File: src/gww_pkg.sv
// ----------------------------------------------------------------------------
// gww_pkg
// Shared constants, types and helpers for the greedy word wrap block.
// ----------------------------------------------------------------------------
`default_nettype none

package gww_pkg;

  // Default for the largest supported line width
  localparam int MAX_COLUMNS_DEF = 63;

  // Field widths
  localparam int CHAR_W = 8;
  localparam int CFG_W  = 6;

  // Reset value of the line width register
  localparam logic [CFG_W-1:0] LINE_WIDTH_RST = 6'd63;

  // Character codes
  localparam logic [CHAR_W-1:0] CHAR_NL    = 8'h0A;
  localparam logic [CHAR_W-1:0] CHAR_TAB   = 8'h09;
  localparam logic [CHAR_W-1:0] CHAR_CR    = 8'h0D;
  localparam logic [CHAR_W-1:0] CHAR_SPACE = 8'h20;

  // Control from the sequencer to every cell of the word chain
  typedef struct packed {
    logic              push;
    logic              shift;
    logic [CHAR_W-1:0] data;
  } chain_ctl_t;

  // Whitespace: tab through carriage return, and space
  function automatic logic is_ws(input logic [CHAR_W-1:0] c);
    return (c == CHAR_SPACE) || ((c >= CHAR_TAB) && (c <= CHAR_CR));
  endfunction

endpackage

`default_nettype wire

File: src/gww_cell.sv
// ----------------------------------------------------------------------------
// gww_cell
// One byte cell of the word chain: loads on a push to its own slot and takes
// its upper neighbor's byte on a shift.
// ----------------------------------------------------------------------------
`default_nettype none

module gww_cell #(
  parameter int CW  = 6,
  parameter int IDX = 0
) (
  input  wire                             clk,
  input  gww_pkg::chain_ctl_t             ctl,
  input  wire  [CW-1:0]                   push_idx,
  input  wire  [gww_pkg::CHAR_W-1:0]      nbr_char,
  output logic [gww_pkg::CHAR_W-1:0]      cell_char
);

  logic [gww_pkg::CHAR_W-1:0] char_r;
  logic [gww_pkg::CHAR_W-1:0] char_nxt;

  // Load on a push into this slot, else move down on a shift
  always_comb begin
    char_nxt = char_r;
    if (ctl.push && (push_idx == CW'(IDX))) begin
      char_nxt = ctl.data;
    end else if (ctl.shift) begin
      char_nxt = nbr_char;
    end
  end

  always_ff @(posedge clk) begin
    char_r <= char_nxt;
  end

  assign cell_char = char_r;

endmodule

`default_nettype wire

File: src/gww_word_chain.sv
// ----------------------------------------------------------------------------
// gww_word_chain
// Row of byte cells holding the word after the pending whitespace; the head
// cell gives the oldest byte and a shift moves every byte one place down.
// ----------------------------------------------------------------------------
`default_nettype none

module gww_word_chain #(
  parameter int MAX_COLUMNS = gww_pkg::MAX_COLUMNS_DEF,
  parameter int CW          = $clog2(MAX_COLUMNS + 1)
) (
  input  wire                             clk,
  input  gww_pkg::chain_ctl_t             ctl,
  input  wire  [CW-1:0]                   push_idx,
  output logic [gww_pkg::CHAR_W-1:0]      head_char
);

  logic [gww_pkg::CHAR_W-1:0] cell_q [MAX_COLUMNS];

  // Build the row; the top cell shifts in zero
  for (genvar i = 0; i < MAX_COLUMNS; i++) begin : g_cell
    logic [gww_pkg::CHAR_W-1:0] nbr;
    if (i == MAX_COLUMNS - 1) begin : g_top
      assign nbr = '0;
    end else begin : g_mid
      assign nbr = cell_q[i+1];
    end

    gww_cell #(
      .CW  (CW),
      .IDX (i)
    ) u_cell (
      .clk       (clk),
      .ctl       (ctl),
      .push_idx  (push_idx),
      .nbr_char  (nbr),
      .cell_char (cell_q[i])
    );
  end

  assign head_char = cell_q[0];

endmodule

`default_nettype wire

File: src/gww_ctrl.sv
// ----------------------------------------------------------------------------
// gww_ctrl
// Line-break sequencer: decides the break for each byte, keeps the line
// state and plays out the resulting bytes through the output register.
// ----------------------------------------------------------------------------
`default_nettype none

module gww_ctrl #(
  parameter int MAX_COLUMNS = gww_pkg::MAX_COLUMNS_DEF,
  parameter int CW          = $clog2(MAX_COLUMNS + 1)
) (
  input  wire                             clk,
  input  wire                             rst_n,
  input  wire  [CW-1:0]                   width,
  input  wire                             in_tvalid,
  output logic                            in_tready,
  input  wire  [gww_pkg::CHAR_W-1:0]      in_tdata,
  input  wire                             in_tlast,
  output logic                            out_tvalid,
  input  wire                             out_tready,
  output logic [gww_pkg::CHAR_W-1:0]      out_tdata,
  output logic                            out_tlast,
  output gww_pkg::chain_ctl_t             chain_ctl,
  output logic [CW-1:0]                   push_idx,
  input  wire  [gww_pkg::CHAR_W-1:0]      head_char
);

  localparam int TW = CW + 1;

  typedef enum logic [2:0] {
    S_IDLE,
    S_PRE,
    S_DRAIN1,
    S_MID,
    S_DRAIN2
  } state_t;

  // Pick the first step that still has a byte to send
  function automatic state_t first_state(input logic a, input logic d1,
                                         input logic b, input logic d2);
    state_t s;
    s = S_IDLE;
    if (a) begin
      s = S_PRE;
    end else if (d1) begin
      s = S_DRAIN1;
    end else if (b) begin
      s = S_MID;
    end else if (d2) begin
      s = S_DRAIN2;
    end
    return s;
  endfunction

  state_t                     state_r,   state_nxt;
  logic [CW-1:0]              wl_r,      wl_nxt;
  logic [CW-1:0]              ll_r,      ll_nxt;
  logic [gww_pkg::CHAR_W-1:0] held_r,    held_nxt;
  logic                       hsv_r,     hsv_nxt;
  logic                       a_v_r,     a_v_nxt;
  logic [gww_pkg::CHAR_W-1:0] a_c_r,     a_c_nxt;
  logic                       d1_r,      d1_nxt;
  logic                       b_v_r,     b_v_nxt;
  logic [gww_pkg::CHAR_W-1:0] b_c_r,     b_c_nxt;
  logic                       d2_r,      d2_nxt;
  logic                       ov_r,      ov_nxt;
  logic [gww_pkg::CHAR_W-1:0] od_r,      od_nxt;
  logic                       ol_r,      ol_nxt;

  always_comb begin
    logic                       slot_free;
    logic                       emit;
    logic [gww_pkg::CHAR_W-1:0] emit_c;
    logic [TW-1:0]              total;
    logic                       full;
    logic                       ws;
    logic                       nl;
    logic                       push;
    logic                       post_v;
    logic [gww_pkg::CHAR_W-1:0] post_c;

    state_nxt = state_r;
    wl_nxt    = wl_r;
    ll_nxt    = ll_r;
    held_nxt  = held_r;
    hsv_nxt   = hsv_r;
    a_v_nxt   = a_v_r;
    a_c_nxt   = a_c_r;
    d1_nxt    = d1_r;
    b_v_nxt   = b_v_r;
    b_c_nxt   = b_c_r;
    d2_nxt    = d2_r;
    ov_nxt    = ov_r;
    od_nxt    = od_r;
    ol_nxt    = ol_r;

    slot_free = !ov_r || out_tready;
    emit      = 1'b0;
    emit_c    = head_char;
    push      = 1'b0;
    post_v    = 1'b0;
    post_c    = in_tdata;
    ws        = gww_pkg::is_ws(in_tdata);
    nl        = (in_tdata == gww_pkg::CHAR_NL);
    total     = TW'(ll_r) + TW'(hsv_r) + TW'(wl_r);
    full      = (total >= TW'(width));

    chain_ctl.push  = 1'b0;
    chain_ctl.shift = 1'b0;
    chain_ctl.data  = in_tdata;

    // Drop the output byte once it is taken
    if (ov_r && out_tready) begin
      ov_nxt = 1'b0;
    end

    case (state_r)
      S_IDLE: begin
        if (in_tvalid) begin
          a_v_nxt = 1'b0;
          a_c_nxt = held_r;
          d1_nxt  = 1'b0;
          d2_nxt  = 1'b0;
          if (nl || (ws && full)) begin
            // Break here: held space and word go out, then a newline
            a_v_nxt = hsv_r;
            d1_nxt  = 1'b1;
            post_v  = 1'b1;
            post_c  = gww_pkg::CHAR_NL;
            ll_nxt  = '0;
            hsv_nxt = 1'b0;
          end else if (ws) begin
            // Commit held space and word to the line, hold the new space
            a_v_nxt  = hsv_r;
            d1_nxt   = 1'b1;
            ll_nxt   = ll_r + CW'(hsv_r) + wl_r;
            hsv_nxt  = 1'b1;
            held_nxt = in_tdata;
          end else if (!full) begin
            push = 1'b1;
          end else if (hsv_r) begin
            // Held space becomes the break, word moves to the next line
            a_v_nxt = 1'b1;
            a_c_nxt = gww_pkg::CHAR_NL;
            hsv_nxt = 1'b0;
            ll_nxt  = '0;
            push    = 1'b1;
          end else begin
            // Overlong word: pass it unbroken, line stays full
            d1_nxt = 1'b1;
            post_v = 1'b1;
            ll_nxt = width;
          end

          b_v_nxt = post_v;
          b_c_nxt = post_c;
          if (in_tlast) begin
            // Flush held space and word at end of text
            d2_nxt = 1'b1;
            ll_nxt = '0;
            if (!post_v && hsv_nxt) begin
              b_v_nxt = 1'b1;
              b_c_nxt = held_nxt;
            end
            hsv_nxt = 1'b0;
          end

          wl_nxt         = wl_r + CW'(push);
          chain_ctl.push = push;
          state_nxt = first_state(a_v_nxt, d1_nxt && (wl_r != '0), b_v_nxt,
                                  d2_nxt && (wl_nxt != '0));
        end
      end
      S_PRE: begin
        if (slot_free) begin
          emit      = 1'b1;
          emit_c    = a_c_r;
          state_nxt = first_state(1'b0, d1_r && (wl_r != '0), b_v_r,
                                  d2_r && (wl_r != '0));
        end
      end
      S_DRAIN1: begin
        if (slot_free) begin
          emit            = 1'b1;
          chain_ctl.shift = 1'b1;
          wl_nxt          = wl_r - CW'(1);
          state_nxt = (wl_r != CW'(1)) ? S_DRAIN1
                                       : first_state(1'b0, 1'b0, b_v_r, 1'b0);
        end
      end
      S_MID: begin
        if (slot_free) begin
          emit      = 1'b1;
          emit_c    = b_c_r;
          state_nxt = first_state(1'b0, 1'b0, 1'b0, d2_r && (wl_r != '0));
        end
      end
      S_DRAIN2: begin
        if (slot_free) begin
          emit            = 1'b1;
          chain_ctl.shift = 1'b1;
          wl_nxt          = wl_r - CW'(1);
          state_nxt       = (wl_r != CW'(1)) ? S_DRAIN2 : S_IDLE;
        end
      end
      default: begin
        state_nxt = S_IDLE;
      end
    endcase

    // Load the output register; the run ends when the sequencer goes idle
    if (emit) begin
      ov_nxt = 1'b1;
      od_nxt = emit_c;
      ol_nxt = (state_nxt == S_IDLE);
    end
  end

  // State and registered outputs
  always_ff @(posedge clk) begin
    if (!rst_n) begin
      state_r <= S_IDLE;
      wl_r    <= '0;
      ll_r    <= '0;
      hsv_r   <= 1'b0;
      a_v_r   <= 1'b0;
      d1_r    <= 1'b0;
      b_v_r   <= 1'b0;
      d2_r    <= 1'b0;
      ov_r    <= 1'b0;
    end else begin
      state_r <= state_nxt;
      wl_r    <= wl_nxt;
      ll_r    <= ll_nxt;
      hsv_r   <= hsv_nxt;
      a_v_r   <= a_v_nxt;
      d1_r    <= d1_nxt;
      b_v_r   <= b_v_nxt;
      d2_r    <= d2_nxt;
      ov_r    <= ov_nxt;
    end
    held_r <= held_nxt;
    a_c_r  <= a_c_nxt;
    b_c_r  <= b_c_nxt;
    od_r   <= od_nxt;
    ol_r   <= ol_nxt;
  end

  assign in_tready  = (state_r == S_IDLE);
  assign out_tvalid = ov_r;
  assign out_tdata  = od_r;
  assign out_tlast  = ol_r;
  assign push_idx   = wl_r;

endmodule

`default_nettype wire

File: src/greedy_word_wrap_top.sv
// ----------------------------------------------------------------------------
// greedy_word_wrap_top
// Greedy word wrap: passes text bytes through and turns one whitespace per
// line into a newline so lines keep to the configured width, bar overlong words.
// ----------------------------------------------------------------------------
//
//   Channel  Dir  tdata            tuser / tlast
//   in_      in   in_char[7:0]     tlast = end_of_text
//   out_     out  out_char[7:0]    tlast = last_of_run
//   cfg_     in   line_width[5:0]  write enable only
//
// An item is accepted in the idle state and yields 0 to 64 result bytes,
// which the sequencer sends one byte a cycle, with the word chain's bytes, while the output is not stalled.
// The output register lets the last byte of an item wait while the next item
// is taken. A stalled output holds the sequencer in place.
// Synchronous reset clears the control state; the word chain is not cleared
// and holds no valid data until bytes are pushed into it.
//
`default_nettype none

module greedy_word_wrap_top #(
  parameter int MAX_COLUMNS = gww_pkg::MAX_COLUMNS_DEF
) (
  input  wire                             clk,
  input  wire                             rst_n,
  input  wire                             cfg_wr_en,
  input  wire  [gww_pkg::CFG_W-1:0]       cfg_wr_data,   // [5:0] line_width
  input  wire                             in_tvalid,
  output logic                            in_tready,
  input  wire  [gww_pkg::CHAR_W-1:0]      in_tdata,      // [7:0] in_char
  input  wire                             in_tlast,
  output logic                            out_tvalid,
  input  wire                             out_tready,
  output logic [gww_pkg::CHAR_W-1:0]      out_tdata,     // [7:0] out_char
  output logic                            out_tlast
);

  localparam int CW = $clog2(MAX_COLUMNS + 1);

  logic [gww_pkg::CFG_W-1:0]  line_width_r;
  logic [gww_pkg::CFG_W-1:0]  line_width_nxt;
  logic [gww_pkg::CFG_W-1:0]  width_clamped;
  logic [CW-1:0]              width;
  gww_pkg::chain_ctl_t        chain_ctl;
  logic [CW-1:0]              push_idx;
  logic [gww_pkg::CHAR_W-1:0] head_char;

  // Take a configuration write
  always_comb begin
    line_width_nxt = line_width_r;
    if (cfg_wr_en) begin
      line_width_nxt = cfg_wr_data;
    end
  end

  always_ff @(posedge clk) begin
    if (!rst_n) begin
      line_width_r <= gww_pkg::LINE_WIDTH_RST;
    end else begin
      line_width_r <= line_width_nxt;
    end
  end

  // Limit the width to 1..MAX_COLUMNS
  always_comb begin
    width_clamped = line_width_r;
    if (line_width_r == '0) begin
      width_clamped = gww_pkg::CFG_W'(1);
    end else if (line_width_r > gww_pkg::CFG_W'(MAX_COLUMNS)) begin
      width_clamped = gww_pkg::CFG_W'(MAX_COLUMNS);
    end
  end

  assign width = CW'(width_clamped);

  gww_ctrl #(
    .MAX_COLUMNS (MAX_COLUMNS),
    .CW          (CW)
  ) u_ctrl (
    .clk        (clk),
    .rst_n      (rst_n),
    .width      (width),
    .in_tvalid  (in_tvalid),
    .in_tready  (in_tready),
    .in_tdata   (in_tdata),
    .in_tlast   (in_tlast),
    .out_tvalid (out_tvalid),
    .out_tready (out_tready),
    .out_tdata  (out_tdata),
    .out_tlast  (out_tlast),
    .chain_ctl  (chain_ctl),
    .push_idx   (push_idx),
    .head_char  (head_char)
  );

  gww_word_chain #(
    .MAX_COLUMNS (MAX_COLUMNS),
    .CW          (CW)
  ) u_chain (
    .clk       (clk),
    .ctl       (chain_ctl),
    .push_idx  (push_idx),
    .head_char (head_char)
  );

endmodule

`default_nettype wire

File: config.mk
export PLATFORM = sky130hd
export DESIGN_NAME = greedy_word_wrap_top
export DESIGN_NICKNAME = d
export VERILOG_FILES = /design/src/gww_pkg.sv /design/src/gww_cell.sv /design/src/gww_word_chain.sv /design/src/gww_ctrl.sv /design/src/greedy_word_wrap_top.sv
export SDC_FILE = /design/constraint.sdc
export NUM_CORES = 1
export LEC_CHECK = 0
export CAP_MARGIN = 25
export CORE_ASPECT_RATIO = 2
export CORE_MARGIN = 1.5
export CORE_UTILIZATION = 35
export CTS_BUF_LIST = sky130_fd_sc_hd__clkbuf_8
export CTS_CLUSTER_SIZE = 8
export DETAILED_ROUTE_END_ITERATION = 16
export DONT_BUFFER_PORTS = 1
export PLACE_DENSITY = 0.54
export SYNTH_ARGS = -nofsm -noshare
export SYNTH_HDL_FRONTEND = slang
export SYNTH_SLANG_ARGS = --single-unit
File: constraint.sdc
create_clock -name clk -period 13.12 [get_ports clk]
set_input_delay 2.624 -clock clk [delete_from_list [all_inputs] [get_ports clk]]
set_output_delay 2.624 -clock clk [all_outputs]
set_load 0.005 [all_outputs]
After elaboration in Yosys (flattened, before gate mapping)
Cells that the tools add are included.
{"block": "totals", "ff_bits": 563, "out_inout_bits": 11, "word_cells": 516}
{"block": "op_classes", "n_addsub": 6, "n_lt_le_gt_ge": 4, "eq_ne": 71, "muxes": 205, "n_reduce_logical": 153}
{"cell": "$mux 8", "count": 137}
{"cell": "$eq 6x6->1 const B", "count": 31}
{"cell": "$reduce_bool 2->1", "count": 65}
{"cell": "$eq 6x5->1 const B", "count": 16}
{"cell": "$logic_and 1x1->1", "count": 71}
{"cell": "$mux 6", "count": 9}
{"cell": "$eq 6x4->1 const B", "count": 8}
{"cell": "$mux 1", "count": 41}
{"cell": "$mux 3", "count": 13}
{"cell": "$eq 6x3->1 const B", "count": 4}
{"cell": "$pmux 8 s2", "count": 1}
{"cell": "$pmux 3 s5", "count": 1}
{"cell": "$add 6x1->6", "count": 2}
{"cell": "$eq 6x2->1 const B", "count": 2}
{"cell": "$logic_not 6->1", "count": 2}
{"cell": "$pmux 6 s2", "count": 1}
{"cell": "$reduce_bool 6->1", "count": 2}
{"cell": "$eq 8x4->1 const B", "count": 1}
{"cell": "$eq 8x6->1 const B", "count": 1}
{"cell": "$ge 8x4->1 const B", "count": 1}
{"cell": "$le 8x4->1 const B", "count": 1}
{"cell": "$add 6x1->7", "count": 1}
{"cell": "$add 7x6->7", "count": 1}
{"cell": "$ge 7x6->1", "count": 1}
{"cell": "19 further kinds", "count": 26}

Longest topological paths before layout
{"block": "depth", "word_depth": 21, "ltp_mapped": 19, "mapped_depth_nobuf": 19}

Modules after synthesis
Synthesis repeated with hierarchy kept, for this count alone.
{"block": "unflattened", "hier_cells": 1597, "hier_area_um2": 27313.7}
{"mod": "gww_cell at u_chain.g_cell[16].u_cell ...", "instances": 14, "cells_each": 19, "area_per_inst_um2": 374.1, "seq_area_each_um2": 240.2}
{"mod": "gww_ctrl", "instances": 1, "cells_each": 333, "area_per_inst_um2": 3243.1, "seq_area_each_um2": 1391.3}
{"mod": "gww_cell at u_chain.g_cell[17].u_cell ...", "instances": 8, "cells_each": 19, "area_per_inst_um2": 385.4, "seq_area_each_um2": 240.2}
{"mod": "gww_cell at u_chain.g_cell[23].u_cell ...", "instances": 8, "cells_each": 20, "area_per_inst_um2": 380.4, "seq_area_each_um2": 240.2}
{"mod": "gww_cell at u_chain.g_cell[11].u_cell ...", "instances": 6, "cells_each": 20, "area_per_inst_um2": 369.1, "seq_area_each_um2": 240.2}
{"mod": "gww_cell at u_chain.g_cell[51].u_cell ...", "instances": 6, "cells_each": 20, "area_per_inst_um2": 366.6, "seq_area_each_um2": 240.2}
{"mod": "gww_cell at u_chain.g_cell[55].u_cell ...", "instances": 4, "cells_each": 20, "area_per_inst_um2": 427.9, "seq_area_each_um2": 240.2}
{"mod": "gww_cell at u_chain.g_cell[1].u_cell ...", "instances": 4, "cells_each": 20, "area_per_inst_um2": 382.9, "seq_area_each_um2": 240.2}
{"mod": "gww_cell at u_chain.g_cell[10].u_cell ...", "instances": 4, "cells_each": 20, "area_per_inst_um2": 371.6, "seq_area_each_um2": 240.2}
{"mod": "gww_cell at u_chain.g_cell[49].u_cell ...", "instances": 4, "cells_each": 20, "area_per_inst_um2": 365.4, "seq_area_each_um2": 240.2}
{"mod": "gww_cell at u_chain.g_cell[12].u_cell ...", "instances": 2, "cells_each": 20, "area_per_inst_um2": 375.4, "seq_area_each_um2": 240.2}
{"mod": "gww_cell at u_chain.g_cell[15].u_cell", "instances": 1, "cells_each": 19, "area_per_inst_um2": 372.9, "seq_area_each_um2": 240.2}
{"mod": "gww_cell at u_chain.g_cell[0].u_cell", "instances": 1, "cells_each": 20, "area_per_inst_um2": 364.1, "seq_area_each_um2": 240.2}
{"mod": "gww_cell at u_chain.g_cell[48].u_cell", "instances": 1, "cells_each": 20, "area_per_inst_um2": 362.8, "seq_area_each_um2": 240.2}
{"mod": "2 more rows"}

Worst setup path before layout
No wires, ideal clock.
{"block": "synth_path", "path_type": "input-to-reg", "from": "input port in_tdata[1] in the netlist's numbering", "to": "register u_ctrl.ol_r (netlist: u_ctrl.out_tlast), data pin", "setup_ns": 0.132, "arrival_ns": 5.479, "required_time_ns": 12.988, "setup_slack_ns": 7.508, "path_stages": 14, "n_path_buf": 2, "path_cell_list": "or4b_1 a21oi_1 o21a_1 buf_2 buf_2 nor2_1 ha_1 ha_1 nor4_1 a31oi_1 or4_1 o2111ai_1 a2bb2oi_1 and3_1"}
{"block": "synth_between", "elab_chain_cells": 20, "elab_cells_between_ends": 45}
{"element": "start: declaration", "line_no": "greedy_word_wrap_top.sv:30", "source": "input wire [gww_pkg::CHAR_W-1:0] in_tdata,"}
{"element": "parallel branches: the longest is 16 deep, another holds $ge 8x4->1"}
{"element": "$mux 3 *", "line_no": "gww_ctrl.sv:43", "source": "if (a) begin"}
{"element": "$mux 3 *", "line_no": "gww_ctrl.sv:119", "source": "if (in_tvalid) begin"}
{"element": "$pmux 3 s5 *", "line_no": "gww_ctrl.sv:117", "source": "case (state_r)"}
{"element": "$logic_not 3->1 *", "line_no": "gww_ctrl.sv:215", "source": "ol_nxt = (state_nxt == S_IDLE);"}
{"element": "end signal: assignment", "line_no": "gww_ctrl.sv:246", "source": "ol_r <= ol_nxt;"}
{"element": "end: declaration", "line_no": "gww_ctrl.sv:68", "source": "logic ol_r, ol_nxt;"}
Mark *: on every way between the ends. The select of a mux whose other input is x is not followed.
A chain may end at the register's enable or synchronous reset.

Worst setup path after layout
{"block": "layout_path", "from": "register u_ctrl.hsv_r", "to": "register u_chain.g_cell[34].u_cell.char_r, in the netlist u_chain.g_cell[34].u_cell.cell_char[4], enable pin"}
{"block": "layout_between", "elab_chain_cells": 12, "elab_cells_between_ends": 15}
{"element": "start: declaration", "line_no": "gww_ctrl.sv:59", "source": "logic hsv_r, hsv_nxt;"}
{"element": "start signal: assignment", "line_no": "gww_ctrl.sv:235", "source": "hsv_r <= hsv_nxt;"}
{"element": "$add 6x1->7", "line_no": "gww_ctrl.sv:105", "source": "total = TW'(ll_r) + TW'(hsv_r) + TW'(wl_r);"}
{"element": "$add 7x6->7", "line_no": "gww_ctrl.sv:105"}
{"element": "$ge 7x6->1", "line_no": "gww_ctrl.sv:106", "source": "full = (total >= TW'(width));"}
{"element": "$mux 1 or $logic_and 1x1->1 (tied branches)", "line_no": "gww_ctrl.sv:139, gww_ctrl.sv:124"}
{"element": "$mux 1 or $logic_or 1x1->1 (tied branches)", "line_no": "gww_ctrl.sv:132, gww_ctrl.sv:124"}
{"element": "$mux 1 *", "line_no": "gww_ctrl.sv:124", "source": "if (nl || (ws && full)) begin"}
{"element": "$mux 1 *", "line_no": "gww_ctrl.sv:119"}
{"element": "$mux 1 *", "line_no": "gww_ctrl.sv:117"}
{"element": "$mux 1 *", "line_no": "gww_ctrl.sv:119"}
{"element": "$mux 1 *", "line_no": "gww_ctrl.sv:117"}
{"element": "$logic_and 1x1->1 *", "line_no": "gww_cell.sv:25", "source": "if (ctl.push && (push_idx == CW'(IDX))) begin"}
{"element": "$reduce_bool 2->1 (no source line) *"}
{"element": "end signal: assignment", "line_no": "gww_cell.sv:33", "source": "char_r <= char_nxt;"}
{"element": "end: declaration", "line_no": "gww_cell.sv:19", "source": "logic [gww_pkg::CHAR_W-1:0] char_r;"}
Every way passes the cells marked *; elsewhere a longest branch is shown, timed or not. The select of a mux whose other input is x is not followed.

==> flow_summary.json <==
{
  "outcome": "finished, final reports clean",
  "dieArea_um2": 75600,
  "viasPerCell": 5.25,
  "synth_cell_types": 66,
  "area.growth.synth_to_final_pct": 9.56,
  "post-route-min-period_ps": 5810,
  "crit_end": "u_chain.g_cell[34].u_cell.cell_char[4]$_DFFE_PP_",
  "cp_cell_sequence": "fa_1 > fa_1 > a21oi_1 > nor2b_1 > nor2_1 > xnor2_1 > ha_1 > a21o_1 > a22oi_1 > a21oi_1 > or3_1 > o21ai_0",
  "leakagePower_nw": 9.37,
  "timing.rr.start": "u_ctrl.hsv_r$_SDFFE_PN0P_",
  "start_util_pct": 35.5,
  "critPathLaunchType": "register",
  "crit_required_ps": 13420,
  "insertion_delay_ps": 700,
  "r2r-end": "u_chain.g_cell[34].u_cell.cell_char[4]$_DFFE_PP_",
  "io_pins": 31,
  "synth.largest_area_cell": "edfxtp_1",
  "crit_arrival_ps": 6110,
  "die_w_um": 195,
  "drtPass1Iterations": 5,
  "io_buffers": 0,
  "postSynth.asyncResetShare_pct": 0,
  "wire_per_inst_um": 23.7,
  "synth_top_area_share_pct": 62.4,
  "drtIter0Drc": 715,
  "min_path_cells": 2,
  "cp_max_fo": 20,
  "cts_tree": "yes",
  "root_buffer": "clkbuf_8",
  "rr_worst_depth": 12,
  "synth_area_um2": 25800,
  "synth-edff-count": 537,
  "maxCapViolCount": 0,
  "wl_met3_um": 2210,
  "tns_ps": 0,
  "grt_pass1_vias": 15000,
  "relSlewSlack_pct": 27.8,
  "fillers": 6813,
  "max_freq_ghz": 0.172,
  "ys_ff_latch": 563,
  "final-setup-viol-count": 0,
  "maxSlewViolCount": 0,
  "cts_max_path_buffers": 3,
  "place_area_um2": 26800,
  "grt_setup_unrepaired": "false",
  "rows": 140,
  "dp_hpwl_um": 39600,
  "dieHeight_um": 387,
  "fin_skew_ps": 26.5,
  "top_layer": "met4",
  "fin_crit_sh_pct": 44.3,
  "vias": 13800,
  "drive_gt1_share_pct": 41.7,
  "routed_wl_um": 62200,
  "power.density_nw_per_um2": 169,
  "grt_use_total_pct": 16.6,
  "end_kind": "register",
  "synth.most_common_cell": "edfxtp_1",
  "reg2reg_slack_ps": 7310,
  "m1WireLength_um": 21700,
  "worst-setup-path-type": "register to register",
  "core_area_um2": 72900,
  "wl_met2_um": 36100,
  "remaining_drc_errors": 0,
  "cpMaxStageDelayCell": "o21ai_0",
  "grt_pass1_wl_um": 93800,
  "yosysSeqAreaShare_pct": 64.4,
  "min-delay-path-class": "register to register",
  "clk_pin_slew_ps": 60,
  "grt_max_degree": 70,
  "multiInputGateArea_um2": 8710,
  "irDropWorstVdd_uv": 95.2,
  "cts_resized": 0,
  "synth_commonest_cells": "537 x edfxtp_1, 481 x mux2_2, 80 x clkbuf_1, 61 x o21ai_0, 59 x nand2_1",
  "seqCellArea_um2": 16600,
  "grt.overflow.total": 0,
  "synth_area_leaders": "edfxtp_1 62%, mux2_2 21%, nor3_4 2.1%, dfxtp_1 2.0%, o21ai_0 1.2%",
  "fin_area_um2": 28300,
  "nNetsFinal": 1696,
  "h-tree-depth": 3,
  "hold_viol": 0,
  "synth_area_per_cell_um2": 16.0,
  "cts_setup_buffers": 0,
  "syn_inst": 1617,
  "tightest_slew_ps": 1070,
  "max_stage_delay_ps": 990,
  "synth_ff_type": "edfxtp_1",
  "place_congestion": 0.801,
  "antenna_found_initial": 1,
  "antenna_left": 0,
  "startpoint": "u_ctrl.hsv_r$_SDFFE_PN0P_",
  "cts.sinks": 563,
  "cts_buffers": 84,
  "yosysWarnings": 0,
  "hold_buffers": 0,
  "synthesis.nets": 1657
}
==> worst min path at each step <==
stage	startpoint	end	slack, ps
3_3_place_gp	u_ctrl.d2_r$_SDFFE_PN0P_	u_ctrl.d2_r$_SDFFE_PN0P_	450
3_5_place_dp	u_ctrl.d2_r$_SDFFE_PN0P_	u_ctrl.d2_r$_SDFFE_PN0P_	450
6_report	u_ctrl.d2_r$_SDFFE_PN0P_	u_ctrl.d2_r$_SDFFE_PN0P_	460
4_1_cts	u_ctrl.d2_r$_SDFFE_PN0P_	u_ctrl.d2_r$_SDFFE_PN0P_	460
2_1_floorplan	u_ctrl.d2_r$_SDFFE_PN0P_	u_ctrl.d2_r$_SDFFE_PN0P_	430
5_1_grt	u_ctrl.d2_r$_SDFFE_PN0P_	u_ctrl.d2_r$_SDFFE_PN0P_	480
==> layer usage <==
layer | GRT usage [%] | vias to the layer above
met5 | 0 | -
met4 | 7.47 | 0
met3 | 2.72 | 110
met2 | 32.9 | 295
met1 | 16.5 | 7087
li1 | - | 6292
==> worst max-delay path, delay by kind of cell, from the launching register on <==
| kind | cells | cell delay (ps) |
|---|---|---|
| simple gates | 3 | 1050 |
| flops | 1 | 510 |
| xor+xnor | 1 | 210 |
| fa+ha+maj | 3 | 1310 |
| compound gates | 5 | 2320 |
==> through the flow <==
| stage | hold slack [ps] | std cells | util [%] | setup slack (ps) | total power, W |
|---|---|---|---|---|---|
| final | 458 | 2624 | 38.9 | 7310 | 0.00478 |
| after global routing | 475 | 2624 | 38.9 | 6980 | 0.00499 |
| after CTS | 459 | 2597 | 38.6 | 7200 | 0.00482 |
| after detailed placement | 451 | 2467 | 36.7 | 6840 | 0.00351 |
| after floorplan | 433 | 1617 | - | 7510 | 0.00321 |
| after global placement | 452 | 2453 | 36.6 | 6860 | 0.00349 |
==> cell type report <==
class | count | share of cell area (%)
antenna | 1 | 0.00884
tap | 923 | 4.08
inverter | 15 | 0.199
sequential | 563 | 58.8
clock inverter | 42 | 0.632
clock buffer | 88 | 4.28
multi-input combinational | 936 | 30.8
timing repair buffer | 56 | 1.27
==> layout by cell type, fill, tap and decap left out, types with 7 or more instances in the layout <==
cell      Yosys  layout
a21oi_1      36      36
a22o_1        7       7
and3_1       11      11
buf_2         8      30
buf_4         1      17
clkbuf_8      0      88
dfxtp_1      26      26
edfxtp_1    537     537
ha_1         18      18
inv_1        13      44
mux2_1       20      20
mux2_2      481     481
mux2i_1      10      10
nand2_1      59      58
nand3_1       8       8
nand3_2       9       9
nor2_1       36      36
nor2_4       13      13
nor2b_1      12      12
nor3_1       18      18
nor3_4       33      33
o21ai_0      61      61
or2_2        10      10
==> power breakdown <==
part	total (W)	internal (W)	switching [W]
logic	0.000886	0.000342	0.000544
clock network	0.00129	0.000611	0.000674
registers	0.00260	0.00247	0.000133
total	0.00478	0.00343	0.00135
==> state kept, by name (all words and copies together), names as in the netlist <==
name / count
u_ctrl.a_c_r: 8
u_ctrl.state_r: 3
u_ctrl.b_c_r: 8
u_chain.g_cell.u_cell.cell_char: 504
u_ctrl.b_v_r: 1
u_ctrl.d2_r: 1
u_ctrl.out_tdata: 8
u_ctrl.ll_r: 6
u_ctrl.d1_r: 1
line_width_r: 6
u_ctrl.held_r: 8
u_ctrl.out_tlast: 1
u_ctrl.push_idx: 6
u_ctrl.out_tvalid: 1
u_ctrl.hsv_r: 1
==> cells by family (layout without fill, tap and decap cells) <==
family / after synthesis / in the layout / share of synthesized area [%]
DFF: 563 / 563 / 64.4
muxes: 511 / 511 / 22.2
and+or+nand+nor: 250 / 250 / 6.78
AOI/OAI and AO/OA: 146 / 146 / 3.35
buffers and inverters: 118 / 201 / 1.91
adders and majority gates: 20 / 20 / 1.03
xor gates and xnor gates: 9 / 9 / 0.305
other: 0 / 1 / 0
(Power assumes the default switching activity.)
